File: config.mk
export PLATFORM = sky130hd
export DESIGN_NAME = serial_frame_parser_checksum
export DESIGN_NICKNAME = d
export VERILOG_FILES = /design/src/sv/sfpc_pkg.sv /design/src/sv/sfpc_cfg.sv /design/src/sv/sfpc_in_reg.sv /design/src/sv/sfpc_parse.sv /design/src/sv/sfpc_out_reg.sv /design/src/sv/serial_frame_parser_checksum.sv
export SDC_FILE = /design/constraint.sdc
export NUM_CORES = 1
export LEC_CHECK = 0
export BUFFER_PORTS_ARGS = -buffer_cell sky130_fd_sc_hd__buf_2
export CAP_MARGIN = 20
export CELL_PAD_IN_SITES_DETAIL_PLACEMENT = 0
export CELL_PAD_IN_SITES_GLOBAL_PLACEMENT = 1
export CORE_MARGIN = 1
export CORE_UTILIZATION = 51
export CTS_BUF_LIST = sky130_fd_sc_hd__clkbuf_16
export DETAILED_ROUTE_END_ITERATION = 10
export GPL_TIMING_DRIVEN = 0
export PLACE_DENSITY = 0.88
export SETUP_SLACK_MARGIN = 0.05
export SKIP_LAST_GASP = 1
export SYNTH_ARGS = -nofsm -noshare
export SYNTH_HDL_FRONTEND = slang
export SYNTH_HIERARCHICAL = 1
export SYNTH_SLANG_ARGS = --single-unit
export TNS_END_PERCENT = 20
File: constraint.sdc
create_clock -name clk -period 7.77 [get_ports clk]
set_input_delay 1.1655 -clock clk [delete_from_list [all_inputs] [get_ports clk]]
set_output_delay 1.1655 -clock clk [all_outputs]
set_load 0.05 [all_outputs]
File: src/sv/sfpc_pkg.sv
`default_nettype none
package sfpc_pkg;

    // default payload limit
    localparam int MAX_PAYLOAD_DEF = 128;

    // configuration port
    localparam int ADDR_W = 5;
    localparam int DATA_W = 32;

    // reset values of the configuration registers
    localparam logic [7:0]  FIRST_HEADER_RST     = 8'd85;
    localparam logic [7:0]  SECOND_HEADER_RST    = 8'd170;
    localparam logic [7:0]  VERSION_BYTE_RST     = 8'd0;
    localparam logic [7:0]  START_COMMAND_RST    = 8'd10;
    localparam logic [7:0]  TRANSFER_COMMAND_RST = 8'd11;
    localparam logic [7:0]  REPORT_COMMAND_RST   = 8'd7;
    localparam logic [15:0] TIMEOUT_LIMIT_RST    = 16'd1000;

    // item opcodes and result kinds
    localparam logic OP_BYTE      = 1'b0;
    localparam logic OP_TICK      = 1'b1;
    localparam logic KIND_PAYLOAD = 1'b0;
    localparam logic KIND_END     = 1'b1;

    typedef enum logic [2:0] {
        REG_FIRST_HEADER,
        REG_SECOND_HEADER,
        REG_VERSION_BYTE,
        REG_START_COMMAND,
        REG_TRANSFER_COMMAND,
        REG_REPORT_COMMAND,
        REG_TIMEOUT_LIMIT
    } reg_idx_t;

    typedef enum logic [2:0] {
        PH_HEAD1,
        PH_HEAD2,
        PH_VER,
        PH_CMD,
        PH_LENH,
        PH_LENL,
        PH_DATA,
        PH_SUM
    } phase_t;

    typedef enum logic [2:0] {
        ST_OK,
        ST_ERR,
        ST_TIMEOUT,
        ST_UNSUP,
        ST_LONG
    } status_t;

    typedef struct packed {
        logic [7:0]  first_header;
        logic [7:0]  second_header;
        logic [7:0]  version_byte;
        logic [7:0]  start_command;
        logic [7:0]  transfer_command;
        logic [7:0]  report_command;
        logic [15:0] timeout_limit;
    } cfg_t;

    typedef struct packed {
        logic       opcode;
        logic [7:0] rx_byte;
    } item_t;

    typedef struct packed {
        logic       kind;
        logic [7:0] payload_byte;
        logic [6:0] payload_index;
        logic [2:0] status;
        logic [7:0] command_code;
        logic [7:0] frame_length;
    } result_t;

    // declared length as reported, saturated at 255
    function automatic logic [7:0] len_sat(input logic [15:0] len);
        return (len > 16'd255) ? 8'hFF : len[7:0];
    endfunction

endpackage
`default_nettype wire

File: src/sv/sfpc_cfg.sv
`default_nettype none
module sfpc_cfg
    import sfpc_pkg::*;
(
    input  wire logic              clk,
    input  wire logic              rst_n,
    input  wire logic              psel,
    input  wire logic              penable,
    input  wire logic              pwrite,
    input  wire logic [ADDR_W-1:0] paddr,
    input  wire logic [DATA_W-1:0] pwdata,
    output logic      [DATA_W-1:0] prdata,
    output logic                   pready,
    output cfg_t                   cfg
);

    cfg_t     cfg_reg;
    cfg_t     cfg_next;
    reg_idx_t idx;
    logic     wr_en;

    assign idx    = reg_idx_t'(paddr[ADDR_W-1:2]);
    assign wr_en  = psel && penable && pwrite;
    assign pready = 1'b1;
    assign cfg    = cfg_reg;

    // register write decode
    always_comb
    begin
        cfg_next = cfg_reg;
        if (wr_en)
        begin
            unique case (idx)
                REG_FIRST_HEADER:     cfg_next.first_header     = pwdata[7:0];
                REG_SECOND_HEADER:    cfg_next.second_header    = pwdata[7:0];
                REG_VERSION_BYTE:     cfg_next.version_byte     = pwdata[7:0];
                REG_START_COMMAND:    cfg_next.start_command    = pwdata[7:0];
                REG_TRANSFER_COMMAND: cfg_next.transfer_command = pwdata[7:0];
                REG_REPORT_COMMAND:   cfg_next.report_command   = pwdata[7:0];
                REG_TIMEOUT_LIMIT:    cfg_next.timeout_limit    = pwdata[15:0];
                default:              cfg_next = cfg_reg;
            endcase
        end
    end

    always_ff @(posedge clk or negedge rst_n)
    begin
        if (!rst_n)
        begin
            cfg_reg.first_header     <= FIRST_HEADER_RST;
            cfg_reg.second_header    <= SECOND_HEADER_RST;
            cfg_reg.version_byte     <= VERSION_BYTE_RST;
            cfg_reg.start_command    <= START_COMMAND_RST;
            cfg_reg.transfer_command <= TRANSFER_COMMAND_RST;
            cfg_reg.report_command   <= REPORT_COMMAND_RST;
            cfg_reg.timeout_limit    <= TIMEOUT_LIMIT_RST;
        end
        else
        begin
            cfg_reg <= cfg_next;
        end
    end

    // register read mux
    always_comb
    begin
        prdata = '0;
        unique case (idx)
            REG_FIRST_HEADER:     prdata[7:0]  = cfg_reg.first_header;
            REG_SECOND_HEADER:    prdata[7:0]  = cfg_reg.second_header;
            REG_VERSION_BYTE:     prdata[7:0]  = cfg_reg.version_byte;
            REG_START_COMMAND:    prdata[7:0]  = cfg_reg.start_command;
            REG_TRANSFER_COMMAND: prdata[7:0]  = cfg_reg.transfer_command;
            REG_REPORT_COMMAND:   prdata[7:0]  = cfg_reg.report_command;
            REG_TIMEOUT_LIMIT:    prdata[15:0] = cfg_reg.timeout_limit;
            default:              prdata = '0;
        endcase
    end

endmodule
`default_nettype wire

File: src/sv/sfpc_in_reg.sv
`default_nettype none
module sfpc_in_reg
    import sfpc_pkg::*;
(
    input  wire logic  clk,
    input  wire logic  rst_n,
    input  wire logic  item_valid,
    output logic       item_ready,
    input  wire item_t item,
    input  wire logic  take,
    output logic       fire,
    output item_t      held_item
);

    logic  valid_reg;
    logic  valid_next;
    item_t item_reg;

    // held item moves on when the result side can take its outcome
    assign fire       = valid_reg && take;
    assign item_ready = !valid_reg || take;
    assign held_item  = item_reg;

    always_comb
    begin
        valid_next = valid_reg;
        if (item_ready)
        begin
            valid_next = item_valid;
        end
    end

    always_ff @(posedge clk or negedge rst_n)
    begin
        if (!rst_n)
        begin
            valid_reg <= 1'b0;
        end
        else
        begin
            valid_reg <= valid_next;
        end
    end

    always_ff @(posedge clk)
    begin
        if (item_valid && item_ready)
        begin
            item_reg <= item;
        end
    end

endmodule
`default_nettype wire

File: src/sv/sfpc_parse.sv
`default_nettype none
module sfpc_parse
    import sfpc_pkg::*;
#(
    parameter int MAX_PAYLOAD = MAX_PAYLOAD_DEF
)
(
    input  wire logic  clk,
    input  wire logic  rst_n,
    input  wire cfg_t  cfg,
    input  wire logic  fire,
    input  wire item_t held_item,
    output logic       has_res,
    output result_t    res
);

    localparam int SEEN_W = $clog2(MAX_PAYLOAD + 1);

    phase_t            phase_reg, phase_next;
    logic [7:0]        sum_reg, sum_next;
    logic [15:0]       len_reg, len_next;
    logic [SEEN_W-1:0] seen_reg, seen_next;
    logic [7:0]        cmd_reg, cmd_next;
    logic [15:0]       idle_reg, idle_next;

    logic [7:0]        b;
    logic [15:0]       idle_sat;
    logic [SEEN_W-1:0] seen_inc;
    logic [15:0]       seen_wide;
    logic              end_frame;
    status_t           end_status;
    logic              cmd_known;

    assign b         = held_item.rx_byte;
    assign idle_sat  = (idle_reg == 16'hFFFF) ? idle_reg : idle_reg + 16'd1;
    assign seen_inc  = seen_reg + SEEN_W'(1);
    assign seen_wide = 16'(seen_reg);
    assign cmd_known = (cmd_reg == cfg.start_command) || (cmd_reg == cfg.transfer_command)
                    || (cmd_reg == cfg.report_command);

    // next frame state and the result of the held item
    always_comb
    begin
        phase_next = phase_reg;
        sum_next   = sum_reg;
        len_next   = len_reg;
        seen_next  = seen_reg;
        cmd_next   = cmd_reg;
        idle_next  = idle_reg;
        end_frame  = 1'b0;
        end_status = ST_OK;
        has_res    = 1'b0;
        res        = '0;

        if (held_item.opcode == OP_TICK)
        begin
            idle_next = idle_sat;
            if (idle_sat >= cfg.timeout_limit)
            begin
                idle_next  = '0;
                end_frame  = 1'b1;
                end_status = ST_TIMEOUT;
            end
        end
        else
        begin
            idle_next = '0;
            unique case (phase_reg)
                PH_HEAD1:
                begin
                    if (b != cfg.first_header)
                    begin
                        end_frame  = 1'b1;
                        end_status = ST_ERR;
                    end
                    else
                    begin
                        sum_next   = b;
                        phase_next = PH_HEAD2;
                    end
                end
                PH_HEAD2:
                begin
                    if (b != cfg.second_header)
                    begin
                        end_frame  = 1'b1;
                        end_status = ST_ERR;
                    end
                    else
                    begin
                        sum_next   = sum_reg + b;
                        phase_next = PH_VER;
                    end
                end
                PH_VER:
                begin
                    if (b != cfg.version_byte)
                    begin
                        end_frame  = 1'b1;
                        end_status = ST_ERR;
                    end
                    else
                    begin
                        sum_next   = sum_reg + b;
                        phase_next = PH_CMD;
                    end
                end
                PH_CMD:
                begin
                    cmd_next   = b;
                    sum_next   = sum_reg + b;
                    phase_next = PH_LENH;
                end
                PH_LENH:
                begin
                    len_next   = {b, 8'h00};
                    sum_next   = sum_reg + b;
                    phase_next = PH_LENL;
                end
                PH_LENL:
                begin
                    len_next = len_reg + 16'(b);
                    sum_next = sum_reg + b;
                    seen_next = '0;
                    if (len_next > 16'(MAX_PAYLOAD))
                    begin
                        end_frame  = 1'b1;
                        end_status = ST_LONG;
                    end
                    else if (len_next == 16'd0)
                    begin
                        phase_next = PH_SUM;
                    end
                    else
                    begin
                        phase_next = PH_DATA;
                    end
                end
                PH_DATA:
                begin
                    has_res               = 1'b1;
                    res.kind              = KIND_PAYLOAD;
                    res.payload_byte      = b;
                    res.payload_index     = seen_wide[6:0];
                    res.status            = ST_OK;
                    res.command_code      = cmd_reg;
                    res.frame_length      = len_sat(len_reg);
                    sum_next              = sum_reg + b;
                    seen_next             = seen_inc;
                    if (16'(seen_inc) >= len_reg)
                    begin
                        phase_next = PH_SUM;
                    end
                end
                PH_SUM:
                begin
                    end_frame = 1'b1;
                    if (b != sum_reg)
                    begin
                        end_status = ST_ERR;
                    end
                    else if (cmd_known)
                    begin
                        end_status = ST_OK;
                    end
                    else
                    begin
                        end_status = ST_UNSUP;
                    end
                end
            endcase
        end

        // frame end report, then back to waiting for a header
        if (end_frame)
        begin
            has_res          = 1'b1;
            res.kind         = KIND_END;
            res.status       = end_status;
            res.command_code = cmd_reg;
            res.frame_length = len_sat(len_next);
            phase_next       = PH_HEAD1;
            sum_next         = '0;
            len_next         = '0;
            seen_next        = '0;
            cmd_next         = '0;
        end
    end

    always_ff @(posedge clk or negedge rst_n)
    begin
        if (!rst_n)
        begin
            phase_reg <= PH_HEAD1;
            sum_reg   <= '0;
            len_reg   <= '0;
            seen_reg  <= '0;
            cmd_reg   <= '0;
            idle_reg  <= '0;
        end
        else if (fire)
        begin
            phase_reg <= phase_next;
            sum_reg   <= sum_next;
            len_reg   <= len_next;
            seen_reg  <= seen_next;
            cmd_reg   <= cmd_next;
            idle_reg  <= idle_next;
        end
    end

endmodule
`default_nettype wire

File: src/sv/sfpc_out_reg.sv
`default_nettype none
module sfpc_out_reg
    import sfpc_pkg::*;
(
    input  wire logic    clk,
    input  wire logic    rst_n,
    input  wire logic    fire,
    input  wire logic    has_res,
    input  wire result_t res,
    output logic         take,
    output logic         result_valid,
    input  wire logic    result_ready,
    output result_t      result
);

    logic    valid_reg;
    logic    valid_next;
    result_t result_reg;

    // room for a new result when empty or being drained this cycle
    assign take         = !valid_reg || result_ready;
    assign result_valid = valid_reg;
    assign result       = result_reg;

    always_comb
    begin
        valid_next = valid_reg;
        if (fire)
        begin
            valid_next = has_res;
        end
        else if (result_ready)
        begin
            valid_next = 1'b0;
        end
    end

    always_ff @(posedge clk or negedge rst_n)
    begin
        if (!rst_n)
        begin
            valid_reg <= 1'b0;
        end
        else
        begin
            valid_reg <= valid_next;
        end
    end

    always_ff @(posedge clk)
    begin
        if (fire && has_res)
        begin
            result_reg <= res;
        end
    end

endmodule
`default_nettype wire

File: src/sv/serial_frame_parser_checksum.sv
`default_nettype none
// Frame parser for a serial byte stream with an additive checksum.
// item channel (valid/ready): opcode 0 carries a received byte, opcode 1 a time tick.
// result channel (valid/ready): a payload byte with its index, or a frame end
// status with the command byte and the declared length (saturated at 255).
// A transaction on the item channel gives zero or one result transaction.
// Each result is registered: the item is held in the input register, then the
// parser state update loads the result register once the result side has room.
// Throughput: one item per cycle while the result side has room; the parser state
// moves on per item, so any item, byte or tick, can follow the previous one directly.
// A held result does not block the input register: while the result waits, one
// more item is taken; if the receiver keeps stalling, item_ready drops once
// that item is waiting too, and no result is dropped.
// Configuration registers sit on the APB port, four bytes apart; the user writes them
// only while no item is in flight, and the block does not enforce it.
// Reset (rst_n low, asynchronous) empties both registers, returns the parser to
// waiting for the first header byte, clears the idle tick count and loads the
// configuration registers with their default values.
module serial_frame_parser_checksum
    import sfpc_pkg::*;
#(
    parameter int MAX_PAYLOAD = MAX_PAYLOAD_DEF
)
(
    input  wire logic              clk,
    input  wire logic              rst_n,
    input  wire logic              psel,
    input  wire logic              penable,
    input  wire logic              pwrite,
    input  wire logic [ADDR_W-1:0] paddr,
    input  wire logic [DATA_W-1:0] pwdata,
    output logic      [DATA_W-1:0] prdata,
    output logic                   pready,
    input  wire logic              item_valid,
    output logic                   item_ready,
    input  wire item_t             item,
    output logic                   result_valid,
    input  wire logic              result_ready,
    output result_t                result
);

    cfg_t    cfg;
    item_t   held_item;
    logic    fire;
    logic    take;
    logic    has_res;
    result_t res;

    // configuration registers
    sfpc_cfg u_cfg (
        .clk     (clk),
        .rst_n   (rst_n),
        .psel    (psel),
        .penable (penable),
        .pwrite  (pwrite),
        .paddr   (paddr),
        .pwdata  (pwdata),
        .prdata  (prdata),
        .pready  (pready),
        .cfg     (cfg)
    );

    // input register
    sfpc_in_reg u_in_reg (
        .clk        (clk),
        .rst_n      (rst_n),
        .item_valid (item_valid),
        .item_ready (item_ready),
        .item       (item),
        .take       (take),
        .fire       (fire),
        .held_item  (held_item)
    );

    // frame state machine
    sfpc_parse #(
        .MAX_PAYLOAD (MAX_PAYLOAD)
    ) u_parse (
        .clk       (clk),
        .rst_n     (rst_n),
        .cfg       (cfg),
        .fire      (fire),
        .held_item (held_item),
        .has_res   (has_res),
        .res       (res)
    );

    // result register
    sfpc_out_reg u_out_reg (
        .clk          (clk),
        .rst_n        (rst_n),
        .fire         (fire),
        .has_res      (has_res),
        .res          (res),
        .take         (take),
        .result_valid (result_valid),
        .result_ready (result_ready),
        .result       (result)
    );

endmodule
`default_nettype wire

==> impl_metrics.json, run 1 <==
{
  "max_freq_ghz": 0.189,
  "synth.top_cell.area_share_pct": 24.4,
  "cts-root-buf": "clkbuf_16",
  "first_iter_violations": 619,
  "areaGrowthSynthToFinish_pct": 13.6,
  "drv_slew": 0,
  "synth_area_um2": 10600,
  "synth_common_cells": "dfrtp_1, nand2_1, mux2_2",
  "p_total_w": 0.00323,
  "setup_tns_ns": 0,
  "ant_nets": 0,
  "cts_sinks": 169,
  "cp_max_fo": 36,
  "arrival_ns": 5.34,
  "insertedDiodeCount": 0,
  "vias_per_cell": 5.78,
  "clk_latency_ns": 0.44,
  "pwr-share-clk_pct": 25.5,
  "final_util_pct": 59.3,
  "holdWs_ns": 0.483,
  "busiest_layer": "met2",
  "worst_slew_pin_slew_ns": 0.976,
  "worst_setup_path_start_kind": "register",
  "vias": 8079,
  "drv_cap": 0,
  "path_clk_slew_ns": 0.07,
  "multiInputGateArea_um2": 5600,
  "relSlewSlack_pct": 33.3,
  "setup_viol": 0,
  "core_um2": 20200,
  "synth_top_area_cell": "dfrtp_1",
  "holdCritPathClass": "register to register",
  "use_met3_pct": 4.01,
  "grt_pass1_vias": 8089,
  "clock_skew_ns": 0.0131,
  "cts_setup_buffers": 0,
  "cts_hold_buf": 0,
  "remaining_drc_errors": 0,
  "avgSynthCellArea_um2": 10.6,
  "cts_made_buffers": 17,
  "grt-ovfl-total": 0,
  "regArea_um2": 4480,
  "stdcell_count": 1398,
  "cts_max_path_buffers": 2,
  "die_h_um": 146,
  "seq_power_share_pct": 37.5,
  "grt.total_usage_pct": 26.3,
  "grt_pass1_wl_um": 43300,
  "ctsHtreeMaxLevel": 4,
  "grt_antenna_before_repair": 0,
  "largest_register_ffs": 64,
  "rows": 52,
  "syn_inst": 993,
  "routabilityCongestion": 0.961,
  "ioPinCount": 123,
  "synth_cell_types": 87,
  "ys.flop_type": "dfrtp_1",
  "grt_max_degree": 99,
  "fill_cells": 1726,
  "grt_use_met2_pct": 44.0,
  "p_leak_nw": 5.31,
  "cts_tree": "yes",
  "dpl.hpwl_um": 19800,
  "wl_per_cell_um": 19.2,
  "required_ns": 7.83,
  "met1_usage_pct": 34.8,
  "post-route-period-util_pct": 67.9,
  "async_flop_share_pct": 74.0,
  "yosysSeqAreaShare_pct": 42.4,
  "die-area_um2": 21300,
  "endpoint_kind": "register",
  "sw_frac_of_total_pct": 38.3,
  "io_buffers": 86,
  "hold_violations": 0,
  "yosys_warnings": 6,
  "fin_nets": 1215,
  "period_needed_ns": 5.28,
  "yosysMostFrequentCell": "dfrtp_1",
  "post_cts_resized": 0,
  "p_int_w": 0.00199,
  "postSynthRegisterBits": 169,
  "drt-total-wl_um": 26900,
  "vdd_ir_drop_max_mv": 0.193,
  "first_pass_iters": 5,
  "critical_path_class": "register to register",
  "power-per-cell-area_nw_per_um2": 269,
  "synthTopCellsByArea": "dfrtp_1, edfxtp_1, mux2_2",
  "rsz0062_at_grt": "no",
  "p_sw_w": 0.00124,
  "outcome": "finished, final reports clean",
  "synth_edf_count": 44,
  "die_x_um": 146,
  "place_inst": 1365,
  "drive_above_1_share_pct": 25.0,
  "start_util_pct": 52.2,
  "combPwrFrac_pct": 37.0
}
worst max-delay path, stage by stage (launching register included):
cell and delay, ns:
dfrtp_1 0.44, and3_1 0.23, and3_1 0.21, and3_1 0.18, clkbuf_1 0.15, a31oi_1 0.41, nor2b_1 0.31, nand2_1 0.11
xnor2_1 0.16, ha_1 0.33, nand4_1 0.19, a2111oi_0 0.48, nor4b_1 0.19, nor2_1 0.47, o21ai_2 0.19, buf_2 0.23
nand2_1 0.11, and2_4 0.50
worst paths after layout:
| kind | startpoint | end | slack [ns] | cells after the start |
|---|---|---|---|---|
| setup / recovery | u_parse/idle_reg[6]$_DFFE_PN0P_ | u_out_reg/result[19]$_DFFE_PP_ | 2.49 | 17 |
| hold / removal | u_parse/sum_reg[3]$_DFFE_PN0P_ | u_parse/sum_reg[3]$_DFFE_PN0P_ | 0.48 | 2 |
| setup reg to reg | u_parse/idle_reg[6]$_DFFE_PN0P_ | u_out_reg/result[19]$_DFFE_PP_ | 2.49 | 17 |
| hold reg to reg | u_parse/sum_reg[3]$_DFFE_PN0P_ | u_parse/sum_reg[3]$_DFFE_PN0P_ | 0.48 | 2 |
| max in group asynchronous | rst_n | u_cfg/cfg[53]$_DFFE_PN1P_ | 6.34 | 2 |
| min in group asynchronous | rst_n | u_parse/sum_reg[3]$_DFFE_PN0P_ | 0.61 | 1 |
power by group through the flow:
stage / logic (W) / registers (W) / clock network (W)
global route: 0.00131 / 0.00123 / 0.000878
floorplan: 0.000820 / 0.00128 / 0
detailed placement: 0.00118 / 0.00123 / 0
CTS: 0.00119 / 0.00121 / 0.000841
finish: 0.00120 / 0.00121 / 0.000823
global placement: 0.00116 / 0.00122 / 0
per-layer routing:
layer / vias up / wire length (um)
met4: 0 / 625
met5: - / 0
met3: 41 / 1330
li1: 3848 / -
met2: 254 / 13100
met1: 3936 / 11800
cell usage in the layout, fill, tap and decap left out, types with 20 or more instances in the layout:
master / count
a21oi_1: 26
a22o_1: 35
and2_1: 24
buf_2: 91
buf_4: 20
clkbuf_1: 34
dfrtp_1: 103
dfstp_2: 22
edfxtp_1: 44
ha_1: 45
inv_1: 42
mux2_2: 63
mux2i_1: 22
nand2_1: 70
nand3_1: 25
nand4_1: 20
nor2_1: 44
o21ai_0: 43
xnor2_1: 50
xor2_1: 26
kinds of logic after synthesis:
group | share of synthesized area [%]
other | 0.0711
buffers and inverters | 5.10
multiplexers | 11.5
AND/OR/NAND/NOR | 14.0
XOR/XNOR | 6.30
AO/OA/AOI/OAI | 14.8
flip-flops | 42.4
adder cells (fa/ha/maj) | 5.71
layout make-up:
cell class / instances / share of cell area (%)
Multi-Input combinational cell: 728 / 46.7
Tap cell: 270 / 2.82
Sequential cell: 169 / 37.3
Timing Repair Buffer: 88 / 3.93
Clock buffer: 17 / 3.55
Buffer: 67 / 3.11
Inverter: 44 / 1.38
Clock inverter: 15 / 1.17
through the flow:
| step | area (um^2) | worst slack [ns] |
|---|---|---|
| floorplan | 10600 | 3.54 |
| global placement | 11400 | 2.47 |
| detailed placement | 11400 | 2.36 |
| CTS | 12000 | 2.23 |
| global route | 12000 | 2.02 |
| finish | 12000 | 2.49 |
(Power assumes the default switching activity.)
==> run 2, diff against run 1 <==
--- a/config.mk
+++ b/config.mk
@@ -10,11 +10,11 @@
 export CELL_PAD_IN_SITES_DETAIL_PLACEMENT = 0
 export CELL_PAD_IN_SITES_GLOBAL_PLACEMENT = 1
 export CORE_MARGIN = 1
-export CORE_UTILIZATION = 51
+export CORE_UTILIZATION = 42
 export CTS_BUF_LIST = sky130_fd_sc_hd__clkbuf_16
 export DETAILED_ROUTE_END_ITERATION = 10
 export GPL_TIMING_DRIVEN = 0
-export PLACE_DENSITY = 0.88
+export PLACE_DENSITY = 0.78
 export SETUP_SLACK_MARGIN = 0.05
 export SKIP_LAST_GASP = 1
 export SYNTH_ARGS = -nofsm -noshare
==> constraint.sdc (replaced) <==
create_clock -name clk -period 4.65 [get_ports clk]
set_input_delay 0.6975 -clock clk [delete_from_list [all_inputs] [get_ports clk]]
set_output_delay 0.6975 -clock clk [all_outputs]
set_load 0.05 [all_outputs]
==> run 2 against run 1 <==
Non-clock buffer count increased by 5. Die area increased by 21%. Clock power increased by 70%. Clock-buffer cell count increased by 1. Worst setup slack got worse by 2.3 ns. First-iteration DRC count decreased by 2.3%. Register-to-register slack got worse by 2.3 ns. Fmax increased by 20%. Power increased by 71%. Critical endpoint is now u_parse/len_reg[2]$_DFFE_PN0P_. Largest cell class unchanged.
==> impl_metrics.json, run 2 (same netlist as run 1, synthesis figures left out) <==
{
  "die_h_um": 161,
  "grt_pass1_vias": 7876,
  "io_buffers": 86,
  "insertedDiodeCount": 0,
  "cts-root-buf": "clkbuf_16",
  "wl_per_cell_um": 19.2,
  "vias": 8074,
  "cp_max_fo": 8,
  "drv_slew": 0,
  "die-area_um2": 25800,
  "relSlewSlack_pct": 44.5,
  "endpoint_kind": "register",
  "first_pass_iters": 7,
  "critical_path_class": "register to register",
  "cts_made_buffers": 17,
  "drv_cap": 0,
  "mostFrequentLayoutCells": "dfrtp_1, buf_2, nand2_1, mux2_2, xnor2_1",
  "grt.total_usage_pct": 22.4,
  "placed_area_um2": 11500,
  "rsz0062_at_grt": "yes",
  "grt_pass1_wl_um": 44400,
  "clock_skew_ns": 0.0225,
  "holdCritPathClass": "primary input to async pin",
  "post-route-period-util_pct": 94.9,
  "fin_nets": 1223,
  "routabilityCongestion": 0.895,
  "design_area_um2": 12300,
  "power-per-cell-area_nw_per_um2": 450,
  "grt_max_degree": 96,
  "rows": 57,
  "cts_tree": "yes",
  "worst_slew_pin_slew_ns": 0.832,
  "holdWs_ns": 0.144,
  "regArea_um2": 4480,
  "cp_common_cell": "and3_1",
  "vdd_ir_drop_max_mv": 0.246,
  "ctsHtreeMaxLevel": 4,
  "max_freq_ghz": 0.227,
  "first_iter_violations": 605,
  "clk_latency_ns": 0.44,
  "drt-total-wl_um": 28100,
  "ioPinCount": 123,
  "areaGrowthSynthToFinish_pct": 16.2,
  "worst_setup_path_start_kind": "register",
  "ant_nets": 0,
  "core_um2": 24500,
  "slowest_delay_ns": 0.44,
  "dpl.hpwl_um": 20000,
  "slowest_stage": "dfrtp_1",
  "cts_max_path_buffers": 2,
  "setup_viol": 0,
  "cts_hold_buf": 0,
  "multiInputGateArea_um2": 5730,
  "cts_sinks": 169,
  "arrival_ns": 4.72,
  "vias_per_cell": 5.53,
  "required_ns": 4.96,
  "final_common_cell": "dfrtp_1",
  "die_x_um": 161,
  "critical_path_buf_inv_count": 2,
  "start_util_pct": 43.2,
  "hold_violations": 0,
  "fill_cells": 2297,
  "drive_above_1_share_pct": 27.0,
  "grt_antenna_before_repair": 0,
  "path_clk_slew_ns": 0.07,
  "p_leak_nw": 5.40,
  "remaining_drc_errors": 0,
  "period_needed_ns": 4.41,
  "stdcell_count": 1460,
  "largest_register_ffs": 64,
  "place_inst": 1419,
  "crit_chain": "and3_1 > and3_1 > and3_2 > a31oi_4 > nor2b_4 > nand2_1 > xnor2_2 > ha_1 > nand4_1 > or3_1 > o21ai_0 > nor4b_4 > buf_4 > or2_2 > clkbuf_1 > o21ai_1 > nand2_2 > a22o_1",
  "grt-ovfl-total": 0,
  "outcome": "finished, final reports clean",
  "cp_top_family": "simple AND/OR/NAND/NOR gates"
}
## run 2: final cells by class
class | count | share of cell area (%)
multi-input cells | 731 | 46.7
plain buffers | 65 | 3.02
repair buffers | 95 | 4.48
flip-flops and latches | 169 | 36.5
clock inverters | 14 | 0.979
well taps | 324 | 3.30
clock buffers | 18 | 3.67
inverters | 44 | 1.35
## run 2: final timing paths
check,startpoint,end,slack [ns],cells after the start
worst min register to register,u_parse/sum_reg[6]$_DFFE_PN0P_,u_parse/sum_reg[6]$_DFFE_PN0P_,0.49,2
max in group asynchronous,rst_n,u_cfg/cfg[6]$_DFFE_PN1P_,3.69,2
worst min-delay path,rst_n,u_parse/sum_reg[3]$_DFFE_PN0P_,0.14,1
min in group clk,item[8],u_in_reg/held_item[8]$_DFFE_PP_,0.44,1
worst max-delay path,u_parse/idle_reg[6]$_DFFE_PN0P_,u_parse/len_reg[2]$_DFFE_PN0P_,0.24,18
worst max register to register,u_parse/idle_reg[6]$_DFFE_PN0P_,u_parse/len_reg[2]$_DFFE_PN0P_,0.24,18
## run 2: metrics by stage
| step | setup slack [ns] | utilization, % | total power, W | setup TNS [ns] |
|---|---|---|---|---|
| 2_1_floorplan | 0.423 | - | 0.00351 | 0 |
| 3_3_place_gp | -0.672 | 46.8 | 0.00400 | -37.07 |
| 3_5_place_dp | -0.649 | 46.9 | 0.00403 | -33.20 |
| 4_1_cts | 0.0658 | 50.0 | 0.00553 | 0 |
| 5_1_grt | 0.0127 | 50.1 | 0.00582 | 0 |
| 6_report | 0.235 | 50.1 | 0.00552 | 0 |
## run 2: repair_timing
item | CTS | global route
resized for setup | 20 | 11
pin swaps | 3 | 2
buffers inserted | 7 | 1
gates cloned | 3 | 0
setup endpoints to repair | 108 | 80
## run 2: power by group
| part | internal, W | leakage (nW) | switching (W) |
|---|---|---|---|
| combinational | 0.000811 | 3.09 | 0.00129 |
| clock | 0.000773 | 0.295 | 0.000623 |
| sequential | 0.00181 | 2.02 | 0.000209 |
## run 2: routing by layer
| metal | up-vias | global-route usage, % | share of wire [%] |
|---|---|---|---|
| met2 | 249 | 35.2 | 47 |
| met5 | - | 0 | 0 |
| met4 | 0 | 6.23 | 1.6 |
| li1 | 3873 | - | - |
| met1 | 3917 | 31.5 | 46 |
| met3 | 35 | 3.93 | 5.0 |
==> run 3, diff against run 2 <==
--- a/config.mk
+++ b/config.mk
@@ -5,16 +5,17 @@
 export SDC_FILE = /design/constraint.sdc
 export NUM_CORES = 1
 export LEC_CHECK = 0
+export ABC_AREA = 1
 export BUFFER_PORTS_ARGS = -buffer_cell sky130_fd_sc_hd__buf_2
 export CAP_MARGIN = 20
 export CELL_PAD_IN_SITES_DETAIL_PLACEMENT = 0
 export CELL_PAD_IN_SITES_GLOBAL_PLACEMENT = 1
 export CORE_MARGIN = 1
-export CORE_UTILIZATION = 42
+export CORE_UTILIZATION = 40
 export CTS_BUF_LIST = sky130_fd_sc_hd__clkbuf_16
 export DETAILED_ROUTE_END_ITERATION = 10
 export GPL_TIMING_DRIVEN = 0
-export PLACE_DENSITY = 0.78
+export PLACE_DENSITY = 0.79
 export SETUP_SLACK_MARGIN = 0.05
 export SKIP_LAST_GASP = 1
 export SYNTH_ARGS = -nofsm -noshare
==> run 3 against run 2 <==
Fmax rose by 4.7%. Design area rose by 1.7%. Worst hold slack improved by 0.030 ns. Global-route usage rose by 1.0 points. Clock power barely moved. First-iteration DRC count rose by 15%. Combinational power rose by 5%. Cell count rose by 30%. Register-to-register slack improved by 0.20 ns. Synthesized cell count rose by 43%. Sequential power rose by 3%. Worst setup slack improved by 0.20 ns. Critical endpoint is now u_out_reg/result[33]$_DFFE_PP_. Largest power group unchanged.
==> impl_metrics.json, run 3 <==
{
  "p_total_w": 0.00569,
  "setup_tns_ns": 0,
  "start_util_pct": 40.6,
  "synth-compound-area-share_pct": 9.75,
  "fin_nets": 1646,
  "post-route-period-util_pct": 90.6,
  "worst_setup_path_start_kind": "register",
  "worst_slew_pin_slew_ns": 0.698,
  "endpoint_kind": "register",
  "first_iter_violations": 693,
  "period_needed_ns": 4.21,
  "muxShareOfSynthArea_pct": 0,
  "power-per-cell-area_nw_per_um2": 456,
  "ant_nets": 0,
  "insertedDiodeCount": 0,
  "ys.flop_type": "dfrtp_1",
  "p_leak_nw": 6.11,
  "dpl.hpwl_um": 24000,
  "grt_antenna_before_repair": 0,
  "rsz0062_at_grt": "no",
  "multiInputGateArea_um2": 5450,
  "synth_common_cells": "nand2_1, inv_1, o21ai_0",
  "slowest_delay_ns": 0.63,
  "clk_latency_ns": 0.44,
  "synth_cell_types": 48,
  "reg2reg_from": "u_in_reg/held_item[1]$_DFFE_PP_",
  "worst_r2r_endpoint": "u_out_reg/result[33]$_DFFE_PP_",
  "cp_max_fo": 35,
  "vias": 9847,
  "path_clk_slew_ns": 0.08,
  "required_ns": 4.80,
  "synth_area_um2": 10900,
  "yosys.area_share.simple_pct": 29.5,
  "relSlewSlack_pct": 52.9,
  "rows": 60,
  "synth_top_area_cell": "dfrtp_1",
  "final_util_pct": 46.4,
  "async_flop_share_pct": 74.0,
  "grt.total_usage_pct": 23.4,
  "fill_cells": 2777,
  "remaining_drc_errors": 0,
  "yosys_warnings": 6,
  "grt_pass1_wl_um": 50400,
  "regArea_um2": 4480,
  "cts_hold_buf": 0,
  "grt_max_degree": 80,
  "synthTopCellsByArea": "dfrtp_1, nand2_1, edfxtp_1",
  "outcome": "finished, final reports clean",
  "rrSetupSlack_ns": 0.44,
  "drv_slew": 0,
  "drv_cap": 0,
  "ctsHtreeMaxLevel": 4,
  "cts_max_path_buffers": 2,
  "die-area_um2": 27900,
  "yosysMostFrequentCell": "nand2_1",
  "drt-total-wl_um": 32200,
  "clock_skew_ns": 0.0166,
  "wl_per_cell_um": 16.9,
  "rr_worst_depth": 20,
  "syn_inst": 1421,
  "setup_viol": 0,
  "wl_met1_um": 14400,
  "largest_register_ffs": 64,
  "arrival_ns": 4.37,
  "dr_wl_met2_um": 15200,
  "routabilityCongestion": 0.920,
  "yosysSeqAreaShare_pct": 41.0,
  "areaGrowthSynthToFinish_pct": 14.4,
  "max_freq_ghz": 0.237,
  "vias_per_cell": 5.18,
  "die_x_um": 167,
  "drive_above_1_share_pct": 15.0,
  "hold_violations": 0,
  "die_h_um": 167,
  "stdcell_count": 1900,
  "grt_pass1_vias": 9233,
  "critical_path_class": "register to register",
  "cp_top_family": "simple AND/OR/NAND/NOR gates",
  "avgSynthCellArea_um2": 7.68,
  "synth_xor_area_share_pct": 4.57,
  "maxUsedRoutingLayer": "met4",
  "cts_tree": "yes",
  "synth_top_family_by_area": "simple AND/OR/NAND/NOR gates",
  "synth_edf_count": 44,
  "final_common_cell": "nand2_1",
  "crit_chain": "clkinv_1 > fa_1 > inv_1 > nand3_1 > nand3_1 > nand2_1 > nand2_1 > nand2_1 > nand2_1 > nand3_1 > nor2_1 > nand3_1 > nand2_2 > nand3_2 > nand2_4 > inv_2 > nor2_4 > inv_1 > nand2_1 > inv_6",
  "wl_met3_um": 1760,
  "slowest_stage": "fa_1",
  "cts-root-buf": "clkbuf_16",
  "grt-ovfl-total": 0,
  "first_pass_iters": 5,
  "cts_sinks": 169,
  "critical_path_buf_inv_count": 5,
  "cp_common_cell": "nand2_1",
  "io_buffers": 86,
  "synth_fa_ha_area_share_pct": 5.53,
  "core_um2": 26900,
  "mostFrequentLayoutCells": "nand2_1, inv_1, o21ai_0, nor2_1, dfrtp_1",
  "cts_made_buffers": 17,
  "synth.top_cell.area_share_pct": 23.6,
  "ioPinCount": 123,
  "holdCritPathClass": "primary input to async pin",
  "vdd_ir_drop_max_mv": 0.240,
  "place_inst": 1864,
  "postSynthRegisterBits": 169
}
==> run 3: repair_timing <==
item,4_1_cts,5_1_grt
setup endpoints to repair,35,59
gates resized for setup,1,2
setup buffers,2,1
pin swaps,1,1
endpoints found under the hold margin,0,0
==> run 3: report_power, final <==
group / switching (W) / total (W) / internal [W]
registers: 0.000231 / 0.00209 / 0.00186
clock network: 0.000687 / 0.00141 / 0.000719
logic: 0.00152 / 0.00220 / 0.000677
total: 0.00244 / 0.00569 / 0.00326
==> run 3: cell type report <==
class                      count  share of cell area, %
buffer                        70                   3.50
inverter                     162                   4.91
tap                          341                   3.42
timing repair buffer          91                   3.96
clock inverter                15                   1.23
clock buffer                  17                   3.41
sequential                   169                   35.9
multi-input combinational   1035                   43.7
==> run 3: worst register-to-register path: stages (launching register included) <==
cell	delay [ns]
edfxtp_1	0.62
clkinv_1	0.55
fa_1	0.63
inv_1	0.13
nand3_1	0.10
nand3_1	0.15
nand2_1	0.10
nand2_1	0.09
nand2_1	0.07
nand2_1	0.07
nand3_1	0.08
nor2_1	0.18
nand3_1	0.12
nand2_2	0.11
nand3_2	0.09
nand2_4	0.15
inv_2	0.14
nor2_4	0.16
inv_1	0.05
nand2_1	0.16
inv_6	0.17
==> run 3: per-stage QoR <==
step / hold slack [ns] / cell area [um^2] / setup WS, ns
after CTS: 0.181 / 12500 / 0.164
after global routing: 0.195 / 12500 / 0.0657
after detailed placement: 0.470 / 11900 / -0.157
final: 0.174 / 12500 / 0.435
after floorplan: 0.402 / 11000 / 0.788
after global placement: 0.462 / 11800 / -0.588
==> run 3: how the worst max path moves through the flow <==
stage | from | end | slack (ns) | depth (start not counted)
finish | u_in_reg/held_item[1]$_DFFE_PP_ | u_out_reg/result[33]$_DFFE_PP_ | 0.44 | 20
global route | u_parse/idle_reg[0]$_DFFE_PN0P_ | u_parse/sum_reg[1]$_DFFE_PN0P_ | 0.07 | 24
CTS | u_in_reg/held_item[1]$_DFFE_PP_ | u_out_reg/result[12]$_DFFE_PP_ | 0.16 | 20
detailed placement | u_parse/idle_reg[0]$_DFFE_PN0P_ | u_out_reg/result[30]$_DFFE_PP_ | -0.16 | 23
global placement | u_parse/idle_reg[0]$_DFFE_PN0P_ | u_out_reg/result[29]$_DFFE_PP_ | -0.59 | 21
floorplan | u_parse/idle_reg[0]$_DFFE_PN0P_ | u_out_reg/result[0]$_DFFE_PP_ | 0.79 | 23
==> run 3: layer usage <==
metal | track usage (%) | vias up
met5 | 0 | -
met1 | 31.1 | 4556
li1 | - | 4915
met4 | 9.29 | 0
met2 | 38.6 | 324
met3 | 3.14 | 52
==> run 3: logic make-up after synthesis <==
| kind of cell | Yosys count |
|---|---|
| and+or+nand+nor | 712 |
| buffers and inverters | 232 |
| AOI/OAI and AO/OA | 202 |
| DFF | 169 |
| xor gates and xnor gates | 57 |
| adders and majority gates | 47 |
| other | 2 |
